## config.mk

```make
export PLATFORM = sky130hd
export DESIGN_NAME = hsv_to_rgb_converter
export DESIGN_NICKNAME = d
export VERILOG_FILES = /design/src/rtl/core/hsvrgb_pkg.sv /design/src/rtl/core/hsvrgb_datapath.sv /design/src/rtl/core/hsv_to_rgb_converter.sv
export SDC_FILE = /design/constraint.sdc
export NUM_CORES = 1
export LEC_CHECK = 0
export ABC_AREA = 1
export ABC_CLOCK_PERIOD_IN_PS = 4100
export BUFFER_PORTS_ARGS = -buffer_cell sky130_fd_sc_hd__buf_2
export CORE_ASPECT_RATIO = 1.75
export CORE_MARGIN = 8
export CORE_UTILIZATION = 40
export DETAILED_ROUTE_END_ITERATION = 8
export SLEW_MARGIN = 10
export SYNTH_ARGS = -nofsm -noshare
export SYNTH_HDL_FRONTEND = slang
export SYNTH_SLANG_ARGS = --single-unit
```

## constraint.sdc

```tcl
create_clock -name clk -period 4.1 [get_ports clk]
set_input_delay 0.82 -clock clk [delete_from_list [all_inputs] [get_ports clk]]
set_output_delay 0.82 -clock clk [all_outputs]
set_load 0.1 [all_outputs]
```

## src/rtl/core/hsvrgb_pkg.sv

```systemverilog
// hsvrgb_pkg: shared types and constants for the hsv to rgb converter
// used by hsvrgb_datapath and hsv_to_rgb_converter, no dependencies
`timescale 1ns / 1ps

package hsvrgb_pkg;

  localparam int LEVEL_W = 8;
  localparam int SCALED_W = 11;
  localparam int REGION_W = 3;

  localparam logic [LEVEL_W-1:0] LEVEL_MAX = 8'd255;
  localparam logic [2:0] SECTORS = 3'd6;

  localparam logic [REGION_W-1:0] REGION_RED_YEL = 3'd0;
  localparam logic [REGION_W-1:0] REGION_YEL_GRN = 3'd1;
  localparam logic [REGION_W-1:0] REGION_GRN_CYN = 3'd2;
  localparam logic [REGION_W-1:0] REGION_CYN_BLU = 3'd3;
  localparam logic [REGION_W-1:0] REGION_BLU_MAG = 3'd4;

  typedef struct packed {
    logic s1;
    logic s2;
    logic s3;
    logic s4;
  } stage_en_t;

endpackage

```

## src/rtl/core/hsvrgb_datapath.sv

```systemverilog
// hsvrgb_datapath: four register stages of the hsv to rgb arithmetic
// depends on hsvrgb_pkg; stage enables come from the pipeline control in the top level
`timescale 1ns / 1ps

module hsvrgb_datapath
  import hsvrgb_pkg::*;
(
  input  logic               clk,
  input  stage_en_t          en,
  input  logic [LEVEL_W-1:0] hue,
  input  logic [LEVEL_W-1:0] saturation,
  input  logic [LEVEL_W-1:0] brightness,
  output logic [LEVEL_W-1:0] red_level,
  output logic [LEVEL_W-1:0] green_level,
  output logic [LEVEL_W-1:0] blue_level
);

  // stage 1
  logic [REGION_W-1:0] region1;
  logic [LEVEL_W-1:0]  frac1;
  logic [LEVEL_W-1:0]  sat1;
  logic [LEVEL_W-1:0]  val1;
  logic [LEVEL_W-1:0]  p1;
  logic                grey1;
  // stage 2
  logic [REGION_W-1:0] region2;
  logic [LEVEL_W-1:0]  val2;
  logic [LEVEL_W-1:0]  p2;
  logic [LEVEL_W-1:0]  sq2;
  logic [LEVEL_W-1:0]  st2;
  logic                grey2;
  // stage 3
  logic [REGION_W-1:0] region3;
  logic [LEVEL_W-1:0]  val3;
  logic [LEVEL_W-1:0]  p3;
  logic [LEVEL_W-1:0]  q3;
  logic [LEVEL_W-1:0]  t3;
  logic                grey3;

  logic [SCALED_W-1:0]  scaled;
  logic [2*LEVEL_W-1:0] p_prod;
  logic [2*LEVEL_W-1:0] sq_prod;
  logic [2*LEVEL_W-1:0] st_prod;
  logic [2*LEVEL_W-1:0] q_prod;
  logic [2*LEVEL_W-1:0] t_prod;
  logic [LEVEL_W-1:0]   red_next;
  logic [LEVEL_W-1:0]   green_next;
  logic [LEVEL_W-1:0]   blue_next;

  assign scaled  = SCALED_W'(hue) * SCALED_W'(SECTORS);
  assign p_prod  = {8'd0, brightness} * {8'd0, LEVEL_MAX - saturation};
  assign sq_prod = {8'd0, sat1} * {8'd0, frac1};
  assign st_prod = {8'd0, sat1} * {8'd0, LEVEL_MAX - frac1};
  assign q_prod  = {8'd0, val2} * {8'd0, LEVEL_MAX - sq2};
  assign t_prod  = {8'd0, val2} * {8'd0, LEVEL_MAX - st2};

  always_ff @(posedge clk) begin
    if (en.s1) begin
      region1 <= scaled[SCALED_W-1:LEVEL_W];
      frac1   <= scaled[LEVEL_W-1:0];
      sat1    <= saturation;
      val1    <= brightness;
      p1      <= p_prod[2*LEVEL_W-1:LEVEL_W];
      grey1   <= (saturation == '0);
    end
    if (en.s2) begin
      region2 <= region1;
      val2    <= val1;
      p2      <= p1;
      sq2     <= sq_prod[2*LEVEL_W-1:LEVEL_W];
      st2     <= st_prod[2*LEVEL_W-1:LEVEL_W];
      grey2   <= grey1;
    end
    if (en.s3) begin
      region3 <= region2;
      val3    <= val2;
      p3      <= p2;
      q3      <= q_prod[2*LEVEL_W-1:LEVEL_W];
      t3      <= t_prod[2*LEVEL_W-1:LEVEL_W];
      grey3   <= grey2;
    end
    if (en.s4) begin
      red_level   <= red_next;
      green_level <= green_next;
      blue_level  <= blue_next;
    end
  end

  // green and blue follow the swapped channel order
  always_comb begin
    if (grey3) begin
      red_next   = val3;
      green_next = val3;
      blue_next  = val3;
    end else begin
      case (region3)
        REGION_RED_YEL: begin
          red_next = val3; green_next = p3; blue_next = t3;
        end
        REGION_YEL_GRN: begin
          red_next = q3; green_next = p3; blue_next = val3;
        end
        REGION_GRN_CYN: begin
          red_next = p3; green_next = t3; blue_next = val3;
        end
        REGION_CYN_BLU: begin
          red_next = p3; green_next = val3; blue_next = q3;
        end
        REGION_BLU_MAG: begin
          red_next = t3; green_next = val3; blue_next = p3;
        end
        default: begin
          red_next = val3; green_next = q3; blue_next = p3;
        end
      endcase
    end
  end

endmodule

```

## src/rtl/core/hsv_to_rgb_converter.sv

```systemverilog
// hsv_to_rgb_converter: 8-bit hsv pixel in, 8-bit rgb pixel out
// depends on hsvrgb_pkg and hsvrgb_datapath
//
// input channel: hue, saturation, brightness with hsv_valid / hsv_stall
// output channel: red_level, green_level, blue_level with rgb_valid / rgb_stall
// a transfer happens at a rising edge with valid high and stall low
// zero saturation gives a grey pixel at the brightness level
// green and blue use the swapped assignment of the original design
// pipeline: four register stages; an input transfer passes stages one to three before rgb_valid rises
// throughput: one pixel per cycle while the output is not stalled, set by the four-stage multiply pipeline
// each stage holds its own valid bit; a stage loads whenever it is empty or
// the stage after it moves, so bubbles are squeezed out under stall
// hsv_stall rises only when all four stages hold a pixel and rgb_stall is high
// a stalled result is held unchanged until it is taken
// reset (rst, synchronous, active high) empties the pipeline
`timescale 1ns / 1ps

module hsv_to_rgb_converter
  import hsvrgb_pkg::*;
(
  input  logic               clk,
  input  logic               rst,
  input  logic               hsv_valid,
  output logic               hsv_stall,
  input  logic [LEVEL_W-1:0] hue,
  input  logic [LEVEL_W-1:0] saturation,
  input  logic [LEVEL_W-1:0] brightness,
  output logic               rgb_valid,
  input  logic               rgb_stall,
  output logic [LEVEL_W-1:0] red_level,
  output logic [LEVEL_W-1:0] green_level,
  output logic [LEVEL_W-1:0] blue_level
);

  logic      v1;
  logic      v2;
  logic      v3;
  logic      ready1;
  logic      ready2;
  logic      ready3;
  logic      ready4;
  stage_en_t en;

  assign ready4    = !rgb_valid || !rgb_stall;
  assign ready3    = !v3 || ready4;
  assign ready2    = !v2 || ready3;
  assign ready1    = !v1 || ready2;
  assign hsv_stall = !ready1;

  assign en.s1 = ready1;
  assign en.s2 = ready2;
  assign en.s3 = ready3;
  assign en.s4 = ready4;

  always_ff @(posedge clk) begin
    if (rst) begin
      v1        <= 1'b0;
      v2        <= 1'b0;
      v3        <= 1'b0;
      rgb_valid <= 1'b0;
    end else begin
      if (ready1) v1 <= hsv_valid;
      if (ready2) v2 <= v1;
      if (ready3) v3 <= v2;
      if (ready4) rgb_valid <= v3;
    end
  end

  hsvrgb_datapath u_datapath (
    .clk         (clk),
    .en          (en),
    .hue         (hue),
    .saturation  (saturation),
    .brightness  (brightness),
    .red_level   (red_level),
    .green_level (green_level),
    .blue_level  (blue_level)
  );

  // input stalls only with a full pipeline and a stalled output
  assert property (@(posedge clk) disable iff (rst)
    hsv_stall |-> (v1 && v2 && v3 && rgb_valid && rgb_stall))
    else $error("input stalled while pipeline has room");

  // an input transfer lands in stage one
  assert property (@(posedge clk) disable iff (rst)
    (hsv_valid && !hsv_stall) |=> v1)
    else $error("input transfer lost at stage one");

  // a pixel in stage three reaches the output or stays put
  assert property (@(posedge clk) disable iff (rst)
    v3 |=> (rgb_valid || v3))
    else $error("pixel dropped between stage three and output");

  // reset empties the pipeline
  assert property (@(posedge clk)
    $past(rst) |-> (!v1 && !v2 && !v3 && !rgb_valid))
    else $error("pipeline not empty after reset");

endmodule
```

==> metrics.cfg, run 1 <==
[synthesis]
synth_seq_cells = 135
netlist_top_cells_count = inv_1 (396), nand2_1 (379), nor2_1 (223)
synth-main-ff-cell = edfxtp_1
ys_types = 38
synth_edf_count = 131
syn_area_per_cell_um2 = 8.35
synth_top_area_cell = edfxtp_1
syn_area_um2 = 15300
synth_area_leaders = edfxtp_1 (26%), fa_1 (22%), ha_1 (14%), inv_1 (9.7%), nand2_1 (9.3%)
ys_seq_area_share_pct = 26.2
synth_most_common_cell = inv_1
syn_nets = 2204
async_reset_ff_share_pct = 0
synth_top_cell_area_share_pct = 25.7
syn_inst = 1835
ys_warn_count = 0

[timing]
skew_ns = 0.0105
setup_tns_ns = 0
whs_ns = 0.416
finalHoldViolCount = 0
worst_slack_ns = 0.0557
fmax_mhz = 247
fin_crit_ns = 4.04
rsz0062_at_grt = yes
relSlewSlack_pct = 40.7
finalMaxSlewViolations = 0
finalSetupViolCount = 0
min_period_over_period_pct = 98.6
worst_pin_slew_ns = 0.889

[layout]
multi_input_area_um2 = 10500
flow.area_growth_from_synthesis_pct = 24.1
seq_area_um2 = 4020
n_fill_cell = 3532
num_antenna_cells = 0
layout-drive-gt1-share_pct = 22.5
final_nets = 2439

[cts]
cts_sinks = 135
clk_pin_slew_ns = 0.06
insertion_delay_ns = 0.44
cts_buffer_depth = 2
cts_buffers = 17
htreeDepth = 4
cts_tree = built
cts_root_buf = clkbuf_16

[die]
dieArea_um2 = 45100
row_count = 95
io_pins = 54
die_h_um = 275
core_area_um2 = 38200
fp.dieW_um = 164
start_util_pct = 40.2

[worst_setup_path]
critPathCaptureType = flop
r2r_cells = 17
worst-setup-path-type = reg2reg
r2r_setup_slack_ns = 0.06
crit_fanout = 4
r2r-start = u_datapath.sq2[5]
r2r-end = u_datapath.q3[6]
cp-start-kind = flop
critPathLaunch = u_datapath.sq2[5]
endpoint = u_datapath.q3[6]
arrival_ns = 4.22
cp.required_ns = 4.28

[routing]
via_count = 12700
drt-initial-drc-count = 470
drc = 0
detail_route.first_pass.iterations = 7
ant_nets = 0
wl_per_cell_um = 15.8
viasPerCell = 4.94
finalWirelength_mm = 40.5

[global_route]
use_met2_pct = 36.8
grt_pass1_wl_mm = 64.3
antenna_found_initial = 0
grtUsageTotal_pct = 18.3
grt_pass1_vias = 13400
grt.overflow.total = 0
use_met1_pct = 16.8
grt_max_degree = 38
grt_busiest_layer = met2
grtUsageMet3_pct = 2.01

[placed_design]
place_ws_ns = -0.402
hpwl_mm = 34.0
globalplace.congestion = 0.920
io_buffers = 53

[status]
status = finished clean

[min_path]
min_path_type = reg2reg
worstHoldStart = u_datapath.val1[7]

[flow_run]
maxCapViolCount = 0

[logic make-up (layout without fill, tap and decap cells)]
| family | after synthesis | after routing | synth area share [%] |
|---|---|---|---|
| AO/OA/AOI/OAI | 195 | 195 | 6.82 |
| XOR/XNOR | 18 | 18 | 1.03 |
| adder cells (fa/ha/maj) | 341 | 341 | 36.1 |
| buffers and inverters | 438 | 686 | 11.0 |
| flip-flops | 135 | 135 | 26.2 |
| AND/OR/NAND/NOR | 708 | 708 | 18.8 |
[final cells by class]
cell class | count | share of cell area, %
multi-input combinational | 1262 | 55.0
inverter | 402 | 8.08
sequential | 135 | 21.1
clock inverter | 15 | 0.710
tap | 485 | 3.19
timing repair buffer | 252 | 9.65
clock buffer | 17 | 2.24
[repair_timing]
| action | in CTS | in global routing |
|---|---|---|
| setup buffers | 10 | 17 |
| pin swaps | 21 | 56 |
| hold buffers | 0 | 0 |
| setup endpoints to repair | 29 | 35 |
| resized for setup | 52 | 142 |
[stage by stage]
step / cells / instance area, um^2 / utilization [%]
6_report: 2568 / 19000 / 49.9
5_1_grt: 2568 / 19000 / 49.9
4_1_cts: 2551 / 18300 / 48.0
3_5_place_dp: 2509 / 17500 / 45.8
3_3_place_gp: 2509 / 17500 / 45.8
2_1_floorplan: 1835 / 15500 / -
[layer usage]
| layer | wire length (um) | part of all wire (%) |
|---|---|---|
| met3 | 924 | 2.3 |
| met2 | 23200 | 57 |
| met1 | 14000 | 35 |
| met5 | 0 | 0 |
| met4 | 2420 | 6.0 |
[worst min-delay path by stage]
stage | endpoint | cells after the start
3_3_place_gp | u_datapath.val2[7] | 0
4_1_cts | u_datapath.region2[2] | 0
6_report | u_datapath.val2[7] | 0
2_1_floorplan | u_datapath.grey2 | 0
5_1_grt | u_datapath.region2[2] | 0
3_5_place_dp | u_datapath.p3[5] | 0
[cells in the final DEF (no fill, tap or decap), types with 10 or more instances in the layout]
| master | netlist | final |
|---|---|---|
| a21oi_2 | 0 | 23 |
| o21ai_2 | 1 | 10 |
| o21ai_0 | 55 | 39 |
| xor2_1 | 10 | 10 |
| fa_1 | 169 | 164 |
| edfxtp_1 | 131 | 131 |
| buf_2 | 2 | 52 |
| ha_1 | 172 | 148 |
| buf_6 | 4 | 13 |
| buf_4 | 4 | 185 |
| clkbuf_16 | 0 | 17 |
| nand2_1 | 379 | 349 |
| nor2_2 | 3 | 20 |
| a21oi_4 | 0 | 10 |
| nor2_1 | 223 | 201 |
| nand2_2 | 3 | 25 |
| ha_4 | 0 | 22 |
| a21oi_1 | 102 | 69 |
| inv_1 | 396 | 370 |
| nand3_1 | 56 | 52 |
| o22ai_1 | 16 | 16 |
| inv_2 | 3 | 21 |
| nand4_1 | 16 | 16 |
[state kept, by name (all words and copies together), names as in the netlist, 8 cells and up]
register                cells
u_datapath.blue_level       8
u_datapath.green_level      8
u_datapath.p1               8
u_datapath.p2               8
u_datapath.p3               8
u_datapath.q3               8
u_datapath.red_level        8
u_datapath.sat1             8
u_datapath.sq2              8
u_datapath.st2              8
u_datapath.t3               8
u_datapath.val1             8
u_datapath.val2             8
u_datapath.val3             8
[critical path, cell delays in order (launching register included)]
cell	delay [ns]
edfxtp_1	0.41
buf_4	0.17
inv_1	0.06
nand2_1	0.08
fa_1	0.52
fa_1	0.53
inv_1	0.05
fa_1	0.48
inv_1	0.05
fa_1	0.49
inv_2	0.05
ha_4	0.27
a21oi_4	0.17
o21ai_2	0.11
a21oi_2	0.15
nand2_1	0.07
nand2_1	0.05
nand2_1	0.07
Power of run 1 is left out: the tool's default activity adds up to more than one toggle a clock period on the data nets, which glitch-free logic cannot reach.
==> run 2: changes to the inputs <==
- CORE_ASPECT_RATIO: 1.75 -> 0.5
==> metrics.cfg, run 2 (same netlist as run 1, synthesis figures left out) <==
[status]
status = complete, but fails checks
violations = setup timing

[cts]
htreeDepth = 4
cts_root_buf = clkbuf_16
clk_pin_slew_ns = 0.06
insertion_delay_ns = 0.44
cts_buffers = 17
cts_buffer_depth = 2
cts_hold_buf = 0
cts_sinks = 135
cts_tree = built

[timing]
worst_pin_slew_ns = 0.875
fin_crit_ns = 4.13
finalHoldViolCount = 0
worst_slack_ns = -0.0335
skew_ns = 0.0188
whs_ns = 0.413
rsz0062_at_grt = yes
fmax_mhz = 242
min_period_over_period_pct = 101
relSlewSlack_pct = 41.6
finalMaxSlewViolations = 0
finalSetupViolCount = 4

[layout]
seq_area_um2 = 4020
flow.area_growth_from_synthesis_pct = 23.5
final_util_pct = 50.3
n_fill_cell = 3513
num_antenna_cells = 0
final_nets = 2415
layout_common_cells = inv_1 (362), nand2_1 (348), nor2_1 (196)
layout-drive-gt1-share_pct = 22.4
final_common_cell = inv_1
multi_input_area_um2 = 10400

[worst_setup_path]
worstPathCellList = buf_4 > nor2_2 > fa_1 > fa_1 > fa_1 > inv_1 > fa_1 > inv_2 > ha_4 > a21oi_2 > buf_4 > o21ai_0 > nand2_1 > nand3_1 > nand2_1 > nand2_2
critPathMostFrequentCell = fa_1
worst-setup-path-type = reg2reg
r2r-start = u_datapath.frac1[5]
cp-start-kind = flop
crit_fanout = 4
path_buf_inv = 4
cp.required_ns = 4.27
cp_slowest_cell = fa_1
arrival_ns = 4.30
critPathTopFamily = adder cells
critPathLaunch = u_datapath.frac1[5]
cp_slowest_stage_delay_ns = 0.51
critPathCaptureType = flop

[die]
die_h_um = 154
io_pins = 54
dieArea_um2 = 45200
row_count = 50
core_area_um2 = 37600
fp.dieW_um = 293
start_util_pct = 40.8

[routing]
wl_met1_mm = 18.6
viasPerCell = 4.79
wl_per_cell_um = 14.8
top_layer_used = met5
drc = 0
finalWirelength_mm = 38.1
drt-initial-drc-count = 855
detail_route.first_pass.iterations = 5
ant_nets = 0
via_count = 12400
dr_wl_met3_mm = 1.75
wl_met2_mm = 17.4

[global_route]
grt_pass1_wl_mm = 62.6
grtUsageTotal_pct = 17.0
grt_max_degree = 38
grt_pass1_vias = 12600
antenna_found_initial = 3
grt.overflow.total = 0

[min_path]
min_path_type = reg2reg
worstHoldStart = u_datapath.p1[6]

[placed_design]
io_buffers = 53
globalplace.congestion = 0.873
hpwl_mm = 31.0

[flow_run]
maxCapViolCount = 0

run 2: cell count changes in the layout (fill, tap and decap cells not counted), sizes merged:
cell,before,now
bufinv,0,2
inv,402,400
clkinv,8,4
buf,252,228
clkbuf,17,21
run 2: final cells by class:
cell class | count | share of cell area, %
Multi-Input combinational cell | 1262 | 55.2
Inverter | 402 | 8.11
Clock inverter | 11 | 0.721
Tap cell | 520 | 3.44
Clock buffer | 21 | 2.49
Sequential cell | 135 | 21.2
Timing Repair Buffer | 228 | 8.87
run 2: metrics by stage:
stage	instances	worst slack, ns	TNS [ns]	cell area (um^2)
after floorplan	1835	-0.0611	-0.110	15500
after global placement	2526	-0.307	-3.92	17400
after detailed placement	2526	-0.395	-4.50	17400
after CTS	2569	-0.0213	-0.0331	18300
after global routing	2579	-0.187	-2.28	18900
final	2579	-0.0335	-0.116	18900
run 2: repair_timing:
action | in CTS | in global routing
setup endpoints to repair | 25 | 36
endpoints found under the hold margin | 0 | 0
gates resized for setup | 58 | 159
pin swaps | 27 | 64
setup buffers | 11 | 10
run 2: routing by layer:
metal | global-route usage (%) | vias to the layer above
li1 | - | 6166
met1 | 23.7 | 5910
met2 | 27.1 | 244
met3 | 3.77 | 36
met4 | 3.34 | 4
met5 | 0 | -
run 2: path summary, 6_finish.rpt:
path | to | slack (ns) | depth (start not counted)
setup / recovery | u_datapath.st2[5] | -0.03 | 16
hold / removal | u_datapath.p2[6] | 0.41 | 0
setup reg to reg | u_datapath.st2[5] | -0.03 | 16
hold reg to reg | u_datapath.p2[6] | 0.41 | 0
Power of run 2 is left out for the same reason.
==> run 3: changes to the inputs <==
- ABC_AREA: 1 -> 0
==> metrics.cfg, run 3 <==
[worst_setup_path]
cp_slowest_stage_delay_ns = 0.52
critPathMostFrequentCell = fa_1
arrival_ns = 4.51
cp_slowest_cell = fa_1
worstPathCellList = buf_6 > nor2b_1 > fa_1 > fa_1 > fa_1 > inv_1 > fa_1 > inv_2 > ha_4 > a21oi_2 > nand2_2 > o21ai_4 > nand3_4 > a2111oi_4 > a311oi_2
cp.required_ns = 4.25
critPathCaptureType = flop
crit_fanout = 6
cp-start-kind = flop
worst-setup-path-type = reg2reg

[placed_design]
hpwl_mm = 27.4
io_buffers = 53
dp.cells = 2050
globalplace.congestion = 0.879

[global_route]
grt_max_degree = 37
grtUsageTotal_pct = 16.4
grt_pass1_wl_mm = 57.7
grt.overflow.total = 0
antenna_found_initial = 0
grt_pass1_vias = 11400

[synthesis]
syn_area_um2 = 14700
ys_types = 57
synth_top_cell_area_share_pct = 26.8
ys_seq_area_share_pct = 27.3
netlist_top_cells_count = inv_1 (219), ha_1 (172), fa_1 (169)
synth_top_area_cell = edfxtp_1
synth_edf_count = 131
synth_seq_cells = 135
synth_area_leaders = edfxtp_1 (27%), fa_1 (23%), ha_1 (15%), nor2b_1 (6.3%), inv_1 (5.6%)
async_reset_ff_share_pct = 0
synth_most_common_cell = inv_1
ys_warn_count = 0
syn_area_per_cell_um2 = 10.4
syn_nets = 1777
synth-main-ff-cell = edfxtp_1
syn_inst = 1408

[die]
start_util_pct = 40.8
io_pins = 54
core_area_um2 = 36000
dieArea_um2 = 43500
die_h_um = 152
row_count = 49
fp.dieW_um = 287

[routing]
finalWirelength_mm = 35.5
viasPerCell = 4.94
drc = 0
wl_per_cell_um = 16.6
via_count = 10600
ant_nets = 0
detail_route.first_pass.iterations = 5
drt-initial-drc-count = 581

[timing]
worst_pin_slew_ns = 0.984
worst_slack_ns = -0.264
finalHoldViolCount = 0
fin_crit_ns = 4.36
setup_tns_ns = -3.45
finalSetupViolCount = 28
finalMaxSlewViolations = 0
fmax_mhz = 229
whs_ns = 0.419
relSlewSlack_pct = 34.2
skew_ns = 0.0137
min_period_over_period_pct = 106
rsz0062_at_grt = yes

[cts]
htreeDepth = 4
cts_sinks = 135
cts_hold_buf = 0
cts_buffer_depth = 2
insertion_delay_ns = 0.43
cts_buffers = 17
cts_tree = built
clk_pin_slew_ns = 0.06
cts_root_buf = clkbuf_16

[layout]
final_nets = 2014
fin_cells = 2142
flow.area_growth_from_synthesis_pct = 28.3
final_common_cell = inv_1
layout-drive-gt1-share_pct = 28.8
n_fill_cell = 3120
final_util_pct = 52.3
layout_common_cells = inv_1 (199), buf_4 (173), fa_1 (159)
num_antenna_cells = 0

[min_path]
min_path_type = reg2reg

[flow_run]
maxCapViolCount = 0

[status]
status = complete, but fails checks
violations = setup timing

==> run 3: changes by cell type after synthesis, moves of 41 or more <==
cell / before / now
nand2_1: 379 / 40
inv_1: 396 / 219
a21oi_1: 102 / 57
nor2_1: 223 / 54
nand2b_1: 0 / 77
and2_1: 1 / 42
nand3_1: 56 / 9
nor2b_1: 0 / 148
==> run 3: logic make-up (layout without fill, tap and decap cells) <==
kind of cell / Yosys count / after routing / synth area share (%)
adders and majority gates: 341 / 341 / 37.7
DFF: 135 / 135 / 27.3
buffers and inverters: 262 / 512 / 6.73
AOI/OAI and AO/OA: 194 / 194 / 8.34
muxes: 9 / 9 / 0.613
xor gates and xnor gates: 47 / 47 / 2.80
and+or+nand+nor: 420 / 420 / 16.5
==> run 3: layout make-up <==
class                      instances  area (um^2)  area share, %
sequential                       135         4010           21.3
clock inverter                    15          169          0.896
tap                              484          606           3.21
multi-input combinational       1011        10800           57.1
timing repair buffer             261         2040           10.8
clock buffer                      17          425           2.26
inverter                         219          822           4.36
==> run 3: final timing paths <==
path / startpoint / end / slack [ns] / cells after the start
hold / removal: u_datapath.p1[3] / u_datapath.p2[3] / 0.42 / 0
hold reg to reg: u_datapath.p1[3] / u_datapath.p2[3] / 0.42 / 0
setup / recovery: u_datapath.val2[4] / u_datapath.q3[7] / -0.26 / 15
setup reg to reg: u_datapath.val2[4] / u_datapath.q3[7] / -0.26 / 15
==> run 3: what timing repair did <==
action,CTS,global route
cloned,1,3
setup buffers,33,28
pin swaps,64,85
setup endpoints to repair,33,38
endpoints found under the hold margin,0,0
gates resized for setup,140,103
==> run 3: critical path: cells and delay by family, from the launching register on <==
kind	cells	cell delay (ns)
compound gates	4	0.80
flops	1	0.42
buf+inv	3	0.26
fa+ha+maj	5	2.25
simple gates	3	0.35
==> run 3: through the flow <==
stage               cell area (um^2)  setup WS [ns]
CTS                            18200         -0.240
global route                   18800         -0.430
floorplan                      14900         -0.293
global placement               16700         -0.493
finish                         18800         -0.264
detailed placement             16700         -0.545
==> run 3: metal layers <==
| metal | share of wire, % | global-route usage [%] | up-vias |
|---|---|---|---|
| met5 | 0 | 0 | - |
| li1 | - | - | 5122 |
| met4 | 1.3 | 4.38 | 0 |
| met2 | 49 | 28.3 | 149 |
| met1 | 46 | 21.6 | 5263 |
| met3 | 3.0 | 2.55 | 40 |
Power of run 3 is left out for the same reason.
